$ cat src/sv/wsd_pkg.sv
`timescale 1ns / 1ps
// Shared types and constants for the WebSocket frame deframer.
// No dependencies; used by every module of the block.
package wsd_pkg;

   localparam logic [1:0] KIND_HEADER  = 2'd0;
   localparam logic [1:0] KIND_PAYLOAD = 2'd1;
   localparam logic [1:0] KIND_ERROR   = 2'd2;

   localparam logic [1:0] ERR_NONE     = 2'd0;
   localparam logic [1:0] ERR_FIRST    = 2'd1;
   localparam logic [1:0] ERR_HIGH_LEN = 2'd2;
   localparam logic [1:0] ERR_TOO_LONG = 2'd3;

   localparam logic [3:0] OP_CONT   = 4'h0;
   localparam logic [3:0] OP_TEXT   = 4'h1;
   localparam logic [3:0] OP_BINARY = 4'h2;
   localparam logic [3:0] OP_CLOSE  = 4'h8;
   localparam logic [3:0] OP_PING   = 4'h9;
   localparam logic [3:0] OP_PONG   = 4'hA;

   localparam logic [2:0] TYPE_CLOSE = 3'd3;
   localparam logic [2:0] TYPE_PING  = 3'd4;
   localparam logic [2:0] TYPE_PONG  = 3'd5;

   localparam logic [6:0] LEN_CODE_16 = 7'd126;
   localparam logic [6:0] LEN_CODE_64 = 7'd127;
   localparam logic [3:0] EXT_BYTES_16 = 4'd2;
   localparam logic [3:0] EXT_BYTES_64 = 4'd8;
   localparam logic [3:0] HIGH_BYTES_LIMIT = 4'd4;
   localparam logic [3:0] KEY_BYTES = 4'd4;

   localparam logic [31:0] MAX_PAYLOAD_RESET = 32'd65536;

   localparam int QUEUE_DEPTH = 2;

   typedef enum logic [4:0] {
      PH_FIRST   = 5'b00001,
      PH_SECOND  = 5'b00010,
      PH_EXTLEN  = 5'b00100,
      PH_KEY     = 5'b01000,
      PH_PAYLOAD = 5'b10000
   } phase_type;

   typedef struct packed {
      logic [1:0]  kind;
      logic [2:0]  frame_type;
      logic        masked;
      logic [31:0] payload_length;
      logic [7:0]  data;
      logic [7:0]  key;
      logic        last;
      logic [1:0]  error_code;
   } cmd_type;

endpackage

$ cat src/sv/wsd_front.sv
`timescale 1ns / 1ps
// Header parser of the deframer: tracks frame phase, length and mask key,
// and turns each stream byte into zero or one command. Uses wsd_pkg.
module wsd_front #(
   parameter int LENGTH_BITS = 32
) (
   input  logic              clock,
   input  logic              reset,
   input  logic              take,
   input  logic [7:0]        stream_byte,
   input  logic              csr_wr_en,
   input  logic [31:0]       csr_wr_data,
   output logic              push,
   output wsd_pkg::cmd_type  cmd
);

   wsd_pkg::phase_type     phase_ff, phase_in;
   logic [3:0]             cnt_ff, cnt_in;
   logic [2:0]             type_ff, type_in;
   logic                   mask_ff, mask_in;
   logic [LENGTH_BITS-1:0] len_ff, len_in;
   logic [31:0]            key_ff, key_in;
   logic [1:0]             kidx_ff, kidx_in;
   logic [LENGTH_BITS-1:0] left_ff, left_in;
   logic [31:0]            max_ff;

   always_ff @(posedge clock) begin
      if (reset) begin
         phase_ff <= wsd_pkg::PH_FIRST;
         cnt_ff   <= '0;
         type_ff  <= '0;
         mask_ff  <= 1'b0;
         len_ff   <= '0;
         key_ff   <= '0;
         kidx_ff  <= '0;
         left_ff  <= '0;
         max_ff   <= wsd_pkg::MAX_PAYLOAD_RESET;
      end else begin
         phase_ff <= phase_in;
         cnt_ff   <= cnt_in;
         type_ff  <= type_in;
         mask_ff  <= mask_in;
         len_ff   <= len_in;
         key_ff   <= key_in;
         kidx_ff  <= kidx_in;
         left_ff  <= left_in;
         if (csr_wr_en) begin
            max_ff <= csr_wr_data;
         end
      end
   end

   always_comb begin
      logic                   len_done;
      logic                   emit;
      logic                   fail;
      logic [1:0]             fail_code;
      logic [LENGTH_BITS-1:0] hdr_len;
      logic [3:0]             cnt_dec;
      logic [7:0]             kb;
      logic [LENGTH_BITS-1:0] left_dec;

      phase_in  = phase_ff;
      cnt_in    = cnt_ff;
      type_in   = type_ff;
      mask_in   = mask_ff;
      len_in    = len_ff;
      key_in    = key_ff;
      kidx_in   = kidx_ff;
      left_in   = left_ff;
      push      = 1'b0;
      cmd       = '0;
      len_done  = 1'b0;
      emit      = 1'b0;
      fail      = 1'b0;
      fail_code = wsd_pkg::ERR_NONE;
      hdr_len   = len_ff;
      cnt_dec   = (cnt_ff != 4'd0) ? cnt_ff - 4'd1 : 4'd0;
      kb        = 8'd0;
      left_dec  = (left_ff != '0) ? left_ff - 1'b1 : '0;

      if (take) begin
         unique case (phase_ff)
            wsd_pkg::PH_SECOND: begin
               mask_in = stream_byte[7];
               len_in  = '0;
               if (stream_byte[6:0] == wsd_pkg::LEN_CODE_16) begin
                  phase_in = wsd_pkg::PH_EXTLEN;
                  cnt_in   = wsd_pkg::EXT_BYTES_16;
               end else if (stream_byte[6:0] == wsd_pkg::LEN_CODE_64) begin
                  phase_in = wsd_pkg::PH_EXTLEN;
                  cnt_in   = wsd_pkg::EXT_BYTES_64;
               end else begin
                  len_in   = LENGTH_BITS'(stream_byte[6:0]);
                  hdr_len  = LENGTH_BITS'(stream_byte[6:0]);
                  len_done = 1'b1;
               end
            end
            wsd_pkg::PH_EXTLEN: begin
               if (cnt_ff > wsd_pkg::HIGH_BYTES_LIMIT && stream_byte != 8'd0) begin
                  fail      = 1'b1;
                  fail_code = wsd_pkg::ERR_HIGH_LEN;
               end else if (len_ff[LENGTH_BITS-1 -: 8] != 8'd0) begin
                  fail      = 1'b1;
                  fail_code = wsd_pkg::ERR_TOO_LONG;
               end else begin
                  len_in  = {len_ff[LENGTH_BITS-9:0], stream_byte};
                  hdr_len = {len_ff[LENGTH_BITS-9:0], stream_byte};
                  cnt_in  = cnt_dec;
                  if (cnt_dec == 4'd0) begin
                     len_done = 1'b1;
                  end
               end
            end
            wsd_pkg::PH_KEY: begin
               key_in = {key_ff[23:0], stream_byte};
               cnt_in = cnt_dec;
               if (cnt_dec == 4'd0) begin
                  emit = 1'b1;
               end
            end
            wsd_pkg::PH_PAYLOAD: begin
               if (mask_ff) begin
                  case (kidx_ff)
                     2'd0:    kb = key_ff[31:24];
                     2'd1:    kb = key_ff[23:16];
                     2'd2:    kb = key_ff[15:8];
                     default: kb = key_ff[7:0];
                  endcase
               end
               kidx_in = kidx_ff + 2'd1;
               left_in = left_dec;
               if (left_dec == '0) begin
                  phase_in = wsd_pkg::PH_FIRST;
               end
               push                = 1'b1;
               cmd.kind            = wsd_pkg::KIND_PAYLOAD;
               cmd.frame_type      = type_ff;
               cmd.masked          = mask_ff;
               cmd.payload_length  = 32'(len_ff);
               cmd.data            = stream_byte;
               cmd.key             = kb;
               cmd.last            = (left_dec == '0);
            end
            default: begin
               if (!stream_byte[7]) begin
                  fail      = 1'b1;
                  fail_code = wsd_pkg::ERR_FIRST;
               end else begin
                  unique case (stream_byte[3:0]) inside
                     wsd_pkg::OP_CONT,
                     wsd_pkg::OP_TEXT,
                     wsd_pkg::OP_BINARY: type_in = stream_byte[2:0];
                     wsd_pkg::OP_CLOSE:  type_in = wsd_pkg::TYPE_CLOSE;
                     wsd_pkg::OP_PING:   type_in = wsd_pkg::TYPE_PING;
                     wsd_pkg::OP_PONG:   type_in = wsd_pkg::TYPE_PONG;
                     default: begin
                        fail      = 1'b1;
                        fail_code = wsd_pkg::ERR_FIRST;
                     end
                  endcase
                  if (!fail) begin
                     mask_in  = 1'b0;
                     len_in   = '0;
                     key_in   = '0;
                     kidx_in  = '0;
                     left_in  = '0;
                     cnt_in   = '0;
                     phase_in = wsd_pkg::PH_SECOND;
                  end
               end
            end
         endcase

         if (len_done) begin
            if (32'(hdr_len) > max_ff) begin
               fail      = 1'b1;
               fail_code = wsd_pkg::ERR_TOO_LONG;
            end else if (mask_in) begin
               phase_in = wsd_pkg::PH_KEY;
               cnt_in   = wsd_pkg::KEY_BYTES;
               key_in   = '0;
            end else begin
               key_in = '0;
               emit   = 1'b1;
            end
         end

         if (emit) begin
            push               = 1'b1;
            cmd.kind           = wsd_pkg::KIND_HEADER;
            cmd.frame_type     = type_ff;
            cmd.masked         = mask_in;
            cmd.payload_length = 32'(hdr_len);
            cmd.last           = (hdr_len == '0);
            kidx_in            = '0;
            left_in            = hdr_len;
            phase_in           = (hdr_len == '0) ? wsd_pkg::PH_FIRST : wsd_pkg::PH_PAYLOAD;
         end

         if (fail) begin
            phase_in       = wsd_pkg::PH_FIRST;
            cnt_in         = '0;
            left_in        = '0;
            kidx_in        = '0;
            type_in        = type_ff;
            push           = 1'b1;
            cmd            = '0;
            cmd.kind       = wsd_pkg::KIND_ERROR;
            cmd.last       = 1'b1;
            cmd.error_code = fail_code;
         end
      end
   end

endmodule

$ cat src/sv/wsd_queue.sv
`timescale 1ns / 1ps
// Two-entry command queue between the header parser and the result stage.
// Uses wsd_pkg for the command type and depth.
module wsd_queue (
   input  logic              clock,
   input  logic              reset,
   input  logic              push,
   input  wsd_pkg::cmd_type  push_cmd,
   input  logic              pop,
   output wsd_pkg::cmd_type  pop_cmd,
   output logic              full,
   output logic              empty
);

   localparam int PTR_BITS = $clog2(wsd_pkg::QUEUE_DEPTH);
   localparam int CNT_BITS = $clog2(wsd_pkg::QUEUE_DEPTH + 1);

   wsd_pkg::cmd_type    entries_ff [wsd_pkg::QUEUE_DEPTH];
   logic [PTR_BITS-1:0] wr_ptr_ff, wr_ptr_in;
   logic [PTR_BITS-1:0] rd_ptr_ff, rd_ptr_in;
   logic [CNT_BITS-1:0] count_ff, count_in;

   assign full    = (count_ff == CNT_BITS'(wsd_pkg::QUEUE_DEPTH));
   assign empty   = (count_ff == '0);
   assign pop_cmd = entries_ff[rd_ptr_ff];

   always_comb begin
      wr_ptr_in = wr_ptr_ff;
      rd_ptr_in = rd_ptr_ff;
      count_in  = count_ff;
      if (push) begin
         wr_ptr_in = (wr_ptr_ff == PTR_BITS'(wsd_pkg::QUEUE_DEPTH - 1)) ? '0 : wr_ptr_ff + 1'b1;
      end
      if (pop) begin
         rd_ptr_in = (rd_ptr_ff == PTR_BITS'(wsd_pkg::QUEUE_DEPTH - 1)) ? '0 : rd_ptr_ff + 1'b1;
      end
      if (push && !pop) begin
         count_in = count_ff + 1'b1;
      end else if (pop && !push) begin
         count_in = count_ff - 1'b1;
      end
   end

   always_ff @(posedge clock) begin
      if (reset) begin
         wr_ptr_ff <= '0;
         rd_ptr_ff <= '0;
         count_ff  <= '0;
      end else begin
         wr_ptr_ff <= wr_ptr_in;
         rd_ptr_ff <= rd_ptr_in;
         count_ff  <= count_in;
      end
   end

   always_ff @(posedge clock) begin
      if (push) begin
         entries_ff[wr_ptr_ff] <= push_cmd;
      end
   end

endmodule

$ cat src/sv/wsd_back.sv
`timescale 1ns / 1ps
// Result stage: unmasks payload bytes and holds each result beat until taken.
// Uses wsd_pkg for the command type.
module wsd_back (
   input  logic              clock,
   input  logic              reset,
   input  logic              q_empty,
   input  wsd_pkg::cmd_type  q_cmd,
   output logic              q_pop,
   output logic              rsp_valid,
   input  logic              rsp_stall,
   output logic [1:0]        rsp_kind,
   output logic [2:0]        rsp_frame_type,
   output logic              rsp_masked,
   output logic [31:0]       rsp_payload_length,
   output logic [7:0]        rsp_payload_byte,
   output logic              rsp_last,
   output logic [1:0]        rsp_error_code
);

   logic        valid_ff, valid_in;
   logic [1:0]  kind_ff;
   logic [2:0]  type_ff;
   logic        masked_ff;
   logic [31:0] len_ff;
   logic [7:0]  byte_ff;
   logic        last_ff;
   logic [1:0]  err_ff;

   assign q_pop    = !q_empty && (!valid_ff || !rsp_stall);
   assign valid_in = q_pop || (valid_ff && rsp_stall);

   always_ff @(posedge clock) begin
      if (reset) begin
         valid_ff <= 1'b0;
      end else begin
         valid_ff <= valid_in;
      end
   end

   always_ff @(posedge clock) begin
      if (q_pop) begin
         kind_ff   <= q_cmd.kind;
         type_ff   <= q_cmd.frame_type;
         masked_ff <= q_cmd.masked;
         len_ff    <= q_cmd.payload_length;
         byte_ff   <= q_cmd.data ^ q_cmd.key;
         last_ff   <= q_cmd.last;
         err_ff    <= q_cmd.error_code;
      end
   end

   assign rsp_valid          = valid_ff;
   assign rsp_kind           = kind_ff;
   assign rsp_frame_type     = type_ff;
   assign rsp_masked         = masked_ff;
   assign rsp_payload_length = len_ff;
   assign rsp_payload_byte   = byte_ff;
   assign rsp_last           = last_ff;
   assign rsp_error_code     = err_ff;

endmodule

$ cat src/sv/websocket_frame_deframer.sv
`timescale 1ns / 1ps
// WebSocket frame deframer top level: parser, command queue and result stage.
// Depends on wsd_pkg, wsd_front, wsd_queue and wsd_back.

// Takes one stream byte per cycle while req_stall is low and gives at most
// one result beat per byte: a header beat when the header is complete, one
// beat per unmasked payload byte, or an error beat. The parser updates its
// state once for every accepted byte, so the sustained rate is one byte per
// clock while req_stall is low; the parser writes each command into the
// two-entry queue when its byte is accepted, and the result stage loads it
// from the queue into the rsp_ output register. req_stall rises only when
// the queue is full because the result side is stalling, and stays high for
// the cycle in which a full queue hands one entry on. csr_wr_data sets the
// largest accepted payload length (65536 after reset); write it while idle.
// LENGTH_BITS (16 to 32) sets the width of the length and byte counters;
// longer lengths are flagged as too long.
module websocket_frame_deframer #(
   parameter int LENGTH_BITS = 32
) (
   input  logic        clock,
   input  logic        reset,
   input  logic        req_valid,
   output logic        req_stall,
   input  logic [7:0]  req_stream_byte,
   input  logic        csr_wr_en,
   input  logic [31:0] csr_wr_data,
   output logic        rsp_valid,
   input  logic        rsp_stall,
   output logic [1:0]  rsp_kind,
   output logic [2:0]  rsp_frame_type,
   output logic        rsp_masked,
   output logic [31:0] rsp_payload_length,
   output logic [7:0]  rsp_payload_byte,
   output logic        rsp_last,
   output logic [1:0]  rsp_error_code
);

   logic             take;
   logic             push;
   wsd_pkg::cmd_type push_cmd;
   wsd_pkg::cmd_type pop_cmd;
   logic             pop;
   logic             q_full;
   logic             q_empty;

   assign req_stall = q_full;
   assign take      = req_valid && !req_stall;

   wsd_front #(
      .LENGTH_BITS(LENGTH_BITS)
   ) u_front (
      .clock       (clock),
      .reset       (reset),
      .take        (take),
      .stream_byte (req_stream_byte),
      .csr_wr_en   (csr_wr_en),
      .csr_wr_data (csr_wr_data),
      .push        (push),
      .cmd         (push_cmd)
   );

   wsd_queue u_queue (
      .clock    (clock),
      .reset    (reset),
      .push     (push),
      .push_cmd (push_cmd),
      .pop      (pop),
      .pop_cmd  (pop_cmd),
      .full     (q_full),
      .empty    (q_empty)
   );

   wsd_back u_back (
      .clock              (clock),
      .reset              (reset),
      .q_empty            (q_empty),
      .q_cmd              (pop_cmd),
      .q_pop              (pop),
      .rsp_valid          (rsp_valid),
      .rsp_stall          (rsp_stall),
      .rsp_kind           (rsp_kind),
      .rsp_frame_type     (rsp_frame_type),
      .rsp_masked         (rsp_masked),
      .rsp_payload_length (rsp_payload_length),
      .rsp_payload_byte   (rsp_payload_byte),
      .rsp_last           (rsp_last),
      .rsp_error_code     (rsp_error_code)
   );

   a_error_last: assert property (@(posedge clock) disable iff (reset)
      (rsp_valid && rsp_kind == wsd_pkg::KIND_ERROR)
         |-> (rsp_last && rsp_error_code != wsd_pkg::ERR_NONE))
      else $error("error beat without last or code");

   a_ok_no_code: assert property (@(posedge clock) disable iff (reset)
      (rsp_valid && rsp_kind != wsd_pkg::KIND_ERROR)
         |-> (rsp_error_code == wsd_pkg::ERR_NONE))
      else $error("header or payload beat carries an error code");

   a_empty_hdr_last: assert property (@(posedge clock) disable iff (reset)
      (rsp_valid && rsp_kind == wsd_pkg::KIND_HEADER && rsp_payload_length == 32'd0)
         |-> rsp_last)
      else $error("zero-length header not marked last");

   a_no_push_full: assert property (@(posedge clock) disable iff (reset)
      q_full |-> !push)
      else $error("command pushed into full queue");

endmodule

$ cat config.mk
export PLATFORM = sky130hd
export DESIGN_NAME = websocket_frame_deframer
export DESIGN_NICKNAME = d
export VERILOG_FILES = /design/src/sv/wsd_pkg.sv /design/src/sv/wsd_front.sv /design/src/sv/wsd_queue.sv /design/src/sv/wsd_back.sv /design/src/sv/websocket_frame_deframer.sv
export SDC_FILE = /design/constraint.sdc
export NUM_CORES = 1
export LEC_CHECK = 0
export BUFFER_PORTS_ARGS = -buffer_cell sky130_fd_sc_hd__buf_2
export CORE_MARGIN = 2
export CORE_UTILIZATION = 45
export CTS_CLUSTER_DIAMETER = 80
export DETAILED_ROUTE_END_ITERATION = 8
export GPL_TIMING_DRIVEN = 1
export MAX_ROUTING_LAYER = met4
export SKIP_CTS_REPAIR_TIMING = 1
export SYNTH_ARGS = -nofsm -noshare
export SYNTH_HDL_FRONTEND = slang
export SYNTH_SLANG_ARGS = --single-unit
$ cat constraint.sdc
create_clock -name clock -period 13.2 [get_ports clock]
set_clock_uncertainty 0.05 [all_clocks]
set_input_delay 2.64 -clock clock [delete_from_list [all_inputs] [get_ports clock]]
set_output_delay 2.64 -clock clock [all_outputs]
set_load 0.02 [all_outputs]
# ---- Word level (Yosys, flattened, before mapping)
# Memory sizes are Yosys's and may differ from the RTL's. A register that Yosys moved wholly into a read port is not among the register bits.
# Index checks and enable logic that the tools add are counted.
# W data, S select, Z words.
dict set report classes {
  n_reduce_logical 40
  magnitude_cmp 2
  bitwise_logic 4
  n_eq_ne 17
  add_sub_neg 7
  mux 103
}
# op n
set op_table {}
lappend op_table {{$mux W32} 15}
lappend op_table {{$pmux W32 S2} 3}
lappend op_table {{$mux W57} 2}
lappend op_table {{$pmux W32 S3} 1}
lappend op_table {{$logic_not A32 Y1} 2}
lappend op_table {{$mux W5} 11}
lappend op_table {{$mux W54} 1}
lappend op_table {{$mux W4} 11}
lappend op_table {{$mux W37} 1}
lappend op_table {{$mux W1} 36}
lappend op_table {{$gt A32 B32 Y1} 1}
lappend op_table {{$reduce_bool A32 Y1} 1}
lappend op_table {{$sub A32 B1 Y32 const B} 1}
lappend op_table {{$pmux W8 S3} 1}
lappend op_table {{$mux W2} 11}
lappend op_table {{$pmux W4 S4} 1}
lappend op_table {{$reduce_bool A8 Y1} 2}
lappend op_table {{$pmux W5 S3} 1}
lappend op_table {{$reduce_or A3 Y1} 5}
lappend op_table {{$eq A7 B7 Y1 const B} 2}
lappend op_table {{$eq A4 B4 Y1 const B} 3}
lappend op_table {{$pmux W3 S4} 1}
lappend op_table {{$reduce_bool A4 Y1} 3}
lappend op_table {{$logic_not A4 Y1} 2}
lappend op_table {{33 further kinds} 55}
dict set report totals {
  register_bits 197
  mem_count 1
  mem_bits_rw 114
}
# memory depth width rd rd_clocked_by_memory_dff write_ports line
set memory_table {}
lappend memory_table {u_queue.entries_ff 2 57 1 1 1 wsd_queue.sv:18} ;# wsd_pkg::cmd_type entries_ff [wsd_pkg::QUEUE_DEPTH];

# ---- Longest topological paths before layout
# Gate-level depths: netlist of the first run.
dict set report logic_depth {
  ltp_word 21
  ltp_mapped 22
  depth_no_buf 18
}

# ---- Cells and area by module
# Synthesis of the first run repeated with hierarchy kept, for this count alone.
dict set report unflattened {
  hier_cells 1412
  area_unflattened_um2 14834.2
}
# module cells_per_inst area_each_um2 instances
set by_module_without_submodules {}
lappend by_module_without_submodules {wsd_front 1151 8917.3 1}
lappend by_module_without_submodules {wsd_queue 199 4324.1 1}
lappend by_module_without_submodules {wsd_back 61 1579.0 1}
lappend by_module_without_submodules {websocket_frame_deframer 1 13.8 1}

# ---- Worst setup path before layout of the first run
# Ideal clock, no wire load.
dict set report synth_path {
  path_type {input to register}
  startpoint {in req_stream_byte[0]}
  endpoint {mem u_queue.entries_ff[0][0] (netlist bit) (enable)}
  slack_ps 4010
  cell_stages 16
  setup_time_ps 479
  required_time_ps 12671
  arrival_time_ps 8662
  n_path_buf 3
  path_cell_list {buf_2 nor4_2 a22oi_1 o21ai_2 nand2_1 buf_2 buf_1 a22o_1 ha_1 nand4_1 nor4_1 a22oi_1 nor4_4 nor2_1 a31oi_2 nor2b_1}
}
dict set report synth_via {
  elab_chain_len 19
  elab_cells_between_ends 46
  cone_classes {order compare (1); eq/ne (7); mux (34); reduce/logical (4)}
}
# item line
set synth_rtl {}
lappend synth_rtl {{start, declared} websocket_frame_deframer.sv:24} ;# input logic [7:0] req_stream_byte,
lappend synth_rtl {{parallel branches: the longest is 15 deep, another holds $gt A32 B32 Y1} -}
lappend synth_rtl {{$mux W1 *} wsd_front.sv:201} ;# if (fail) begin
lappend synth_rtl {{$mux W1 *} wsd_front.sv:82} ;# if (take) begin
lappend synth_rtl {{named net push} websocket_frame_deframer.sv:39} ;# logic push;
lappend synth_rtl {{$mux W1 *} wsd_queue.sv:57} ;# if (push) begin
lappend synth_rtl {{$mux W1 (implied by the code) *} wsd_queue.sv:58} ;# entries_ff[wr_ptr_ff] <= push_cmd;
lappend synth_rtl {{end, declared} wsd_queue.sv:18}
# Mark *: on every way through the listed nets, which the timed path passes. The select of a mux whose other input is x is not followed.

# ---- Final worst setup path of the first run
dict set report layout_path {
  startpoint {in req_stream_byte[5]}
  endpoint {mem u_queue.entries_ff[1][35] (netlist bit) (enable)}
}
dict set report layout_via {
  elab_chain_len 14
  elab_cells_between_ends 29
  cone_classes {order compare (1); eq/ne (2); mux (24); reduce/logical (2)}
}
# item line
set layout_rtl {}
lappend layout_rtl {{$eq A7 B7 Y1 / $reduce_bool A8 Y1 (equally long branches)} {wsd_front.sv:90, wsd_front.sv:100}}
lappend layout_rtl {{$mux W32 / $logic_and A1 B1 Y1 (equally long branches)} {wsd_front.sv:90, wsd_front.sv:100}}
lappend layout_rtl {{$mux W32 (on tied branches)} {wsd_front.sv:87, wsd_front.sv:100}}
lappend layout_rtl {{$pmux W32 S2} wsd_front.sv:83} ;# unique case (phase_ff)
lappend layout_rtl {{$mux W32} wsd_front.sv:82}
lappend layout_rtl {{$gt A32 B32 Y1} wsd_front.sv:176} ;# if (32'(hdr_len) > max_ff) begin
lappend layout_rtl {{$mux W1} wsd_front.sv:176}
lappend layout_rtl {{$mux W1} wsd_front.sv:175} ;# if (len_done) begin
lappend layout_rtl {{$mux W1} wsd_front.sv:82}
lappend layout_rtl {{$mux W1} wsd_front.sv:189} ;# if (emit) begin
lappend layout_rtl {{$mux W1 *} wsd_front.sv:201}
lappend layout_rtl {{$mux W1 *} wsd_front.sv:82}
lappend layout_rtl {{named net push} websocket_frame_deframer.sv:39}
lappend layout_rtl {{$mux W1 *} wsd_queue.sv:57}
lappend layout_rtl {{$mux W1 (implied by the code) *} wsd_queue.sv:58}
# The timed path passes the listed nets; every way through them passes the cells marked *. The select of a mux whose other input is x is not followed.

==> reports/metrics.cfg, run 1 <==
[global_route]
grt_use_met3_pct=3.933
grt_remaining_overflow=0
grt_start_max_net_pins=90
grt_pass1_wl_um=64350
busiest_layer=met1
grt_pass1_vias=10540
met2_usage_pct=34.80
grt.total_usage_pct=25.20
antenna_found_initial=0
met1_usage_pct=38.47

[synth]
synthCells=1419
synth_simple_gate_area_share_pct=14.63
synth-seq-cells=312
syn_nets=1503
synthArstFlopShare_pct=0
synth.area.mux_share_pct=5.522
ys_warn_count=0
synth_area_per_cell_um2=10.51
synth_xor_area_share_pct=2.408
synth_ff_type=edfxtp_1
synthesis.area_um2=14910
synth-adder-area-share_pct=3.273
synth_top_family_by_area=compound AO/OA/AOI/OAI gates
synth_edf_count=163
synth_compound_area_share_pct=17.23
ys_seq_area_share_pct=52.83
synth_cell_type_count=85

[timing]
slew_viol_final=0
fin_crit_ps=8488
max_freq_mhz=117.8
fin_crit_sh_pct=64.30
slew_headroom_pct=27.37
finalSetupTns_ps=0
fin_hold_ws_ps=439.5
finalSetupViolCount=0
hold_violations=0
setup_slack_ps=4712
rsz0062_at_grt=no
worstMarginPinSlew_ps=1089

[clocking]
cts_sinks=312
insertion_delay_ps=540
cts_buffers=36
clockRootBuffer=clkbuf_16
cts_tree=yes
htree_levels=2
cts_buffer_depth=3
clkTransAtPathRegs_ps=50

[floorplanning]
fp.dieW_um=186.0
core_um2=32620
dieHeight_um=186.0
rows=66
fp.dieArea_um2=34610
io_pins=96
initial_core_util_pct=45.71

[power]
power.density_nw_per_um2=156.9
p_seq_share_pct=46.2
p_comb_share_pct=17.6
switchingPower_uw=748.1
p_leak_uw=0.006143
ir_drop_v=0.0001143
switching_share_pct=28.37
p_int_uw=1889
p_clk_share_pct=36.2
finalPower_uw=2637

[hold_path]
hp-class=reg2reg
min_from=u_front.max_ff[2]
hold_path_depth=2
hold_end=u_front.max_ff[2]

[detailed_routing]
drt_iter0_drc=1425
antenna_left=0
wl_per_cell_um=21.70
drt_wl_total_um=42150
vias_per_cell=5.909
drc_errors=0
vias=11480
firstDrtPassIters=7

[critical_path]
reg2regPathDepth=15
r2r_start=u_front.len_ff[25]
critPathSlowestCell=a21oi_1
worstSetupPathType=in2reg
path_cells=buf_2, nor4_2, a22oi_1, o21ai_2, nand2_1, a21oi_1, ha_1, nand2_1, o21ai_0, o2bb2ai_1, o41a_1, nor4_4, nor2_1, a31oi_2, and2_2, buf_4
rrSetupSlack_ps=6310
max_stage_delay_ps=720
critPathRequiredTime_ps=13330
critPathLaunchType=primary input
cpMostUsedCell=nand2_1
crit_arrival_ps=8620
r2r_end=u_queue.entries_ff[1][35]
cp-end-kind=flop
critPathMaxFanout=30

[place]
port_buffers=95
placed_cell_area_um2=15690
dp_slack_ps=4289
place_congestion=0.9023
dp_hpwl_um=29210

[layout]
diodes=0
finalNetCount=1558
drive_gt1_share_pct=16.00
syn2layout_area_growth_pct=12.72
design_area_um2=16810

[run_status]
status=completed

[job]
maxCapViolCount=0

-- cells by family after synthesis --
family                     Yosys count
AOI/OAI and AO/OA                  359
xor gates and xnor gates            41
adders and majority gates           39
buffers and inverters              147
DFF                                312
muxes                               77
and+or+nand+nor                    444
-- per-stage QoR --
step           util [%]  cells
6_report          51.53   1942
3_5_place_dp      48.09   1878
3_3_place_gp      48.09   1878
5_1_grt           51.53   1942
4_1_cts           51.53   1942
2_1_floorplan         -   1419
-- state kept, by name (all words and copies together), names as in the netlist, named ones only --
register / flops
u_queue.entries_ff: 114
u_back.rsp_payload_length: 32
u_front.key_ff: 32
u_front.left_ff: 32
u_front.len_ff: 32
u_front.max_ff: 32
u_back.rsp_payload_byte: 8
u_front.phase_ff: 5
u_front.cnt_ff: 4
u_back.rsp_frame_type: 3
u_front.type_ff: 3
u_back.rsp_error_code: 2
u_back.rsp_kind: 2
u_front.kidx_ff: 2
u_queue.count_ff: 2
u_back.rsp_last: 1
u_back.rsp_masked: 1
u_back.rsp_valid: 1
u_front.mask_ff: 1
u_queue.rd_ptr_ff: 1
u_queue.wr_ptr_ff: 1
-- cells in the mapped netlist (all sizes together) (9+ instances only) --
master / count / area (µm²)
mux2i: 35 / 350.3
nand3: 21 / 110.1
a21oi: 77 / 385.4
edfxtp: 163 / 4895
dfxtp: 149 / 2983
nand2: 62 / 232.7
and2: 10 / 62.56
nor4: 28 / 230.2
o2bb2ai: 19 / 166.4
nand4: 19 / 118.9
clkbuf: 64 / 240.2
a22oi: 99 / 748.2
nor2: 206 / 797.0
a221o: 9 / 90.09
buf: 34 / 188.9
nor3: 40 / 215.2
o21ai: 42 / 217.7
xnor2: 17 / 148.9
ha: 39 / 488.0
a22o: 31 / 274.0
mux2: 42 / 473.0
inv: 49 / 183.9
xor2: 24 / 210.2
-- placed cells by master (no fill, tap or decap), types with 39 or more instances in the layout --
| cell type | count |
|---|---|
| ha_1 | 39 |
| dfxtp_1 | 148 |
| mux2_2 | 41 |
| nand2_1 | 62 |
| a22oi_1 | 98 |
| a21oi_1 | 77 |
| buf_2 | 94 |
| edfxtp_1 | 163 |
| nor2_1 | 202 |
| inv_1 | 48 |
-- critical path, delay by kind of cell --
| kind | cells | cell delay (ps) |
|---|---|---|
| buffers and inverters | 2 | 660 |
| AND/OR/NAND/NOR | 6 | 2460 |
| AO/OA/AOI/OAI | 7 | 2450 |
| adder cells (fa/ha/maj) | 1 | 360 |
-- metal layers --
layer  wire length (µm)  share of wire [%]  vias to the layer above
met5                  0                  0                        -
met4                801                1.9                        0
met3               3152                7.5                       58
met2              17490                 42                      446
met1              20700                 49                     5549
li1                   -                  -                     5422
-- cell type report --
class,count,area (µm²)
Inverter,49,183.9
Tap cell,442,553.0
Timing Repair Buffer,115,628.1
Clock inverter,16,153.9
Clock buffer,48,965.9
Sequential cell,312,7879
Multi-Input combinational cell,960,6444
Fill cell,2910,15810
-- how the worst max path moves through the flow --
stage | depth (start not counted) | start | slack [ps] | endpoint
after floorplan | 16 | req_stream_byte[0] | 4010 | u_queue.entries_ff[0][0]
after global placement | 15 | req_stream_byte[5] | 4330 | u_queue.entries_ff[1][40]
after detailed placement | 15 | req_stream_byte[5] | 4290 | u_queue.entries_ff[1][48]
after CTS | 15 | req_stream_byte[5] | 4820 | u_queue.entries_ff[1][37]
after global routing | 15 | req_stream_byte[1] | 4170 | u_queue.entries_ff[1][37]
final | 16 | req_stream_byte[5] | 4710 | u_queue.entries_ff[1][35]
-- power by group through the flow --
stage	logic (µW)	registers, µW	clock network [µW]
2_1_floorplan	243	1320	0
3_5_place_dp	471	1240	0
6_report	465	1220	954
4_1_cts	473	1220	973
3_3_place_gp	473	1230	0
5_1_grt	509	1230	1010
No activity file was read; power rests on OpenSTA's default activity.
==> inputs of run 2 (changes only) <==
- clock period: 13.2 -> 8.5 ns (I/O delays scaled with it)
==> run 2 against run 1 <==
Highest routed layer unchanged. Critical path type unchanged. Combinational power up 57%. First-iteration DRC count shrank 12%. Routed wire length barely moved. Global-route usage down 0.19 points. Sequential power increased by 55%.
==> reports/metrics.cfg, run 2 (synthesis results as in run 1) <==
[run_status]
status=completed  ; unchanged

[clocking]
cts_sinks=312  ; unchanged
cts_buffers=37  ; was 36
insertion_delay_ps=530  ; was 540 ps
cts_buffer_depth=3  ; unchanged
htree_levels=2  ; unchanged
cts_tree=yes  ; unchanged
clockRootBuffer=clkbuf_16  ; unchanged
clkTransAtPathRegs_ps=60  ; was 50 ps

[floorplanning]
dieHeight_um=186.0  ; unchanged
io_pins=96  ; unchanged
rows=66  ; unchanged
fp.dieW_um=186.0  ; unchanged
core_um2=32620  ; unchanged
initial_core_util_pct=45.71  ; unchanged
fp.dieArea_um2=34610  ; unchanged

[place]
dp_hpwl_um=29470  ; was 29210 µm
port_buffers=95  ; unchanged
place_congestion=0.9741  ; was 0.9023

[detailed_routing]
antenna_left=0  ; unchanged
drt_wl_total_um=42160  ; was 42150 µm
firstDrtPassIters=6  ; was 7
drt_iter0_drc=1247  ; was 1425
vias=11450  ; was 11480
vias_per_cell=5.878  ; was 5.909
wl_met2_um=17730  ; was 17490 µm
wl_met3_um=2874  ; was 3152 µm
drc_errors=0  ; unchanged
m1WireLength_um=20480  ; was 20700 µm
topRoutingLayerUsed=met4  ; unchanged
wl_per_cell_um=21.65  ; was 21.70 µm

[critical_path]
cp-end-kind=flop  ; unchanged
crit_buf_inv=3  ; was 2
critPathMaxFanout=32  ; was 30
rrSetupSlack_ps=2560  ; was 6310 ps
crit_arrival_ps=6670  ; was 8620 ps
path_cells=buf_2, nor4_2, a22oi_1, o21ai_2, nand2_1, buf_4, a21oi_1, ha_1, nand2_1, o21ai_0, o2bb2ai_1, o41a_1, nor4_4, nor2_1, a31oi_2, nor2b_4, buf_4  ; was buf_2, nor4_2, a22oi_1, o21ai_2, nand2_1, a21oi_1, ha_1, nand2_1, o21ai_0, o2bb2ai_1, o41a_1, nor4_4, nor2_1, a31oi_2, and2_2, buf_4
critPathRequiredTime_ps=8630  ; was 13330 ps
worstSetupPathType=in2reg  ; unchanged
critPathLaunchType=primary input  ; unchanged
crit_family=compound AO/OA/AOI/OAI gates  ; was simple AND/OR/NAND/NOR gates
max_stage_delay_ps=520  ; was 720 ps
critPathSlowestCell=a21oi_1  ; unchanged

[layout]
final_common_cell=nor2_1  ; unchanged
final_cell_mix=nor2_1, edfxtp_1, dfxtp_1, a22oi_1, buf_2  ; unchanged
syn2layout_area_growth_pct=13.42  ; was 12.72%
fillCellCount=2924  ; was 2910
diodes=0  ; unchanged
largest_register_ffs=114  ; unchanged
final_util_pct=51.85  ; was 51.53%
finalNetCount=1560  ; was 1558
drive_gt1_share_pct=16.01  ; was 16.00%
top_register=u_queue.entries_ff  ; unchanged

[power]
p_int_uw=3026  ; was 1889 µW
power.density_nw_per_um2=248.5  ; was 156.9 nW/µm²
ir_drop_v=0.0001972  ; was 0.0001143 V
p_leak_uw=0.006192  ; was 0.006143 µW
switchingPower_uw=1176  ; was 748.1 µW
p_comb_share_pct=17.4  ; was 17.6%
p_clk_share_pct=37.7  ; was 36.2%
p_seq_share_pct=45.0  ; was 46.2%
switching_share_pct=27.99  ; was 28.37%

[timing]
fin_crit_ps=6546
max_freq_mhz=152.8
slew_viol_final=0  ; unchanged
worstMarginPinSlew_ps=1283  ; was 1089 ps
slew_headroom_pct=14.35  ; was 27.37%
fin_crit_sh_pct=77.02
hold_violations=0  ; unchanged
finalSetupViolCount=0  ; unchanged
finalSetupTns_ps=0  ; unchanged
rsz0062_at_grt=no  ; unchanged

[global_route]
grt_remaining_overflow=0  ; unchanged
antenna_found_initial=0  ; unchanged
grt_start_max_net_pins=75  ; was 90
grt.total_usage_pct=25.02  ; was 25.20%
grt_pass1_vias=10400  ; was 10540
grt_pass1_wl_um=63890  ; was 64350 µm

[job]
maxCapViolCount=0  ; unchanged

[hold_path]
hp-class=reg2reg  ; unchanged

run 2: metrics by stage:
stage                     total power (µW)  worst slack, ps  std cells  hold WS [ps]  area (µm²)
after floorplan                       2424            249.5       1419         401.5       14910
after global placement                2649             1618       1879         425.8       15700
after detailed placement              2655             1561       1879         430.6       15700
after CTS                             4244             2092       1947         445.8       16910
after global routing                  4385             1653       1947         465.4       16910
final                                 4202             1954       1947         444.0       16910
run 2: layer usage:
metal | GRT usage (%) | vias up
li1 | - | 5432
met1 | 37.76 | 5502
met2 | 34.81 | 432
met3 | 3.815 | 79
met4 | 6.394 | 0
met5 | - | -
run 2: layout make-up:
class,instances,area (µm²),share of cell area (%)
Clock buffer,51,999.7,5.912
Clock inverter,17,216.5,1.280
Inverter,49,183.9,1.088
Multi-Input combinational cell,960,6444,38.10
Sequential cell,312,7879,46.59
Tap cell,442,553.0,3.270
Timing Repair Buffer,116,635.6,3.759
run 2: final timing paths:
path,from,to,cells after the start
worst max-delay path,req_stream_byte[0],u_queue.entries_ff[0][43],17
worst min-delay path,u_front.max_ff[3],u_front.max_ff[3],2
worst max register to register,u_front.len_ff[28],u_queue.entries_ff[0][43],16
worst min register to register,u_front.max_ff[3],u_front.max_ff[3],2
run 2: worst register-to-register path: stages, from the launching register on:
cell and delay (ps):
dfxtp_1 350, nor4_1 620, nand2_1 350, o21ai_2 420, nand2_1 110, buf_4 240
a21oi_1 520, ha_1 360, nand2_1 70, o21ai_0 180, o2bb2ai_1 190, o41a_1 410
nor4_4 470, nor2_1 280, a31oi_2 350, nor2b_4 200, buf_4 390
run 2: power by group through the flow:
stage               clock (µW)  combinational, µW  sequential [µW]
detailed placement           0                734             1920
global placement             0                733             1920
finish                    1580                730             1890
global route              1680                798             1910
floorplan                    0                377             2050
CTS                       1610                741             1890
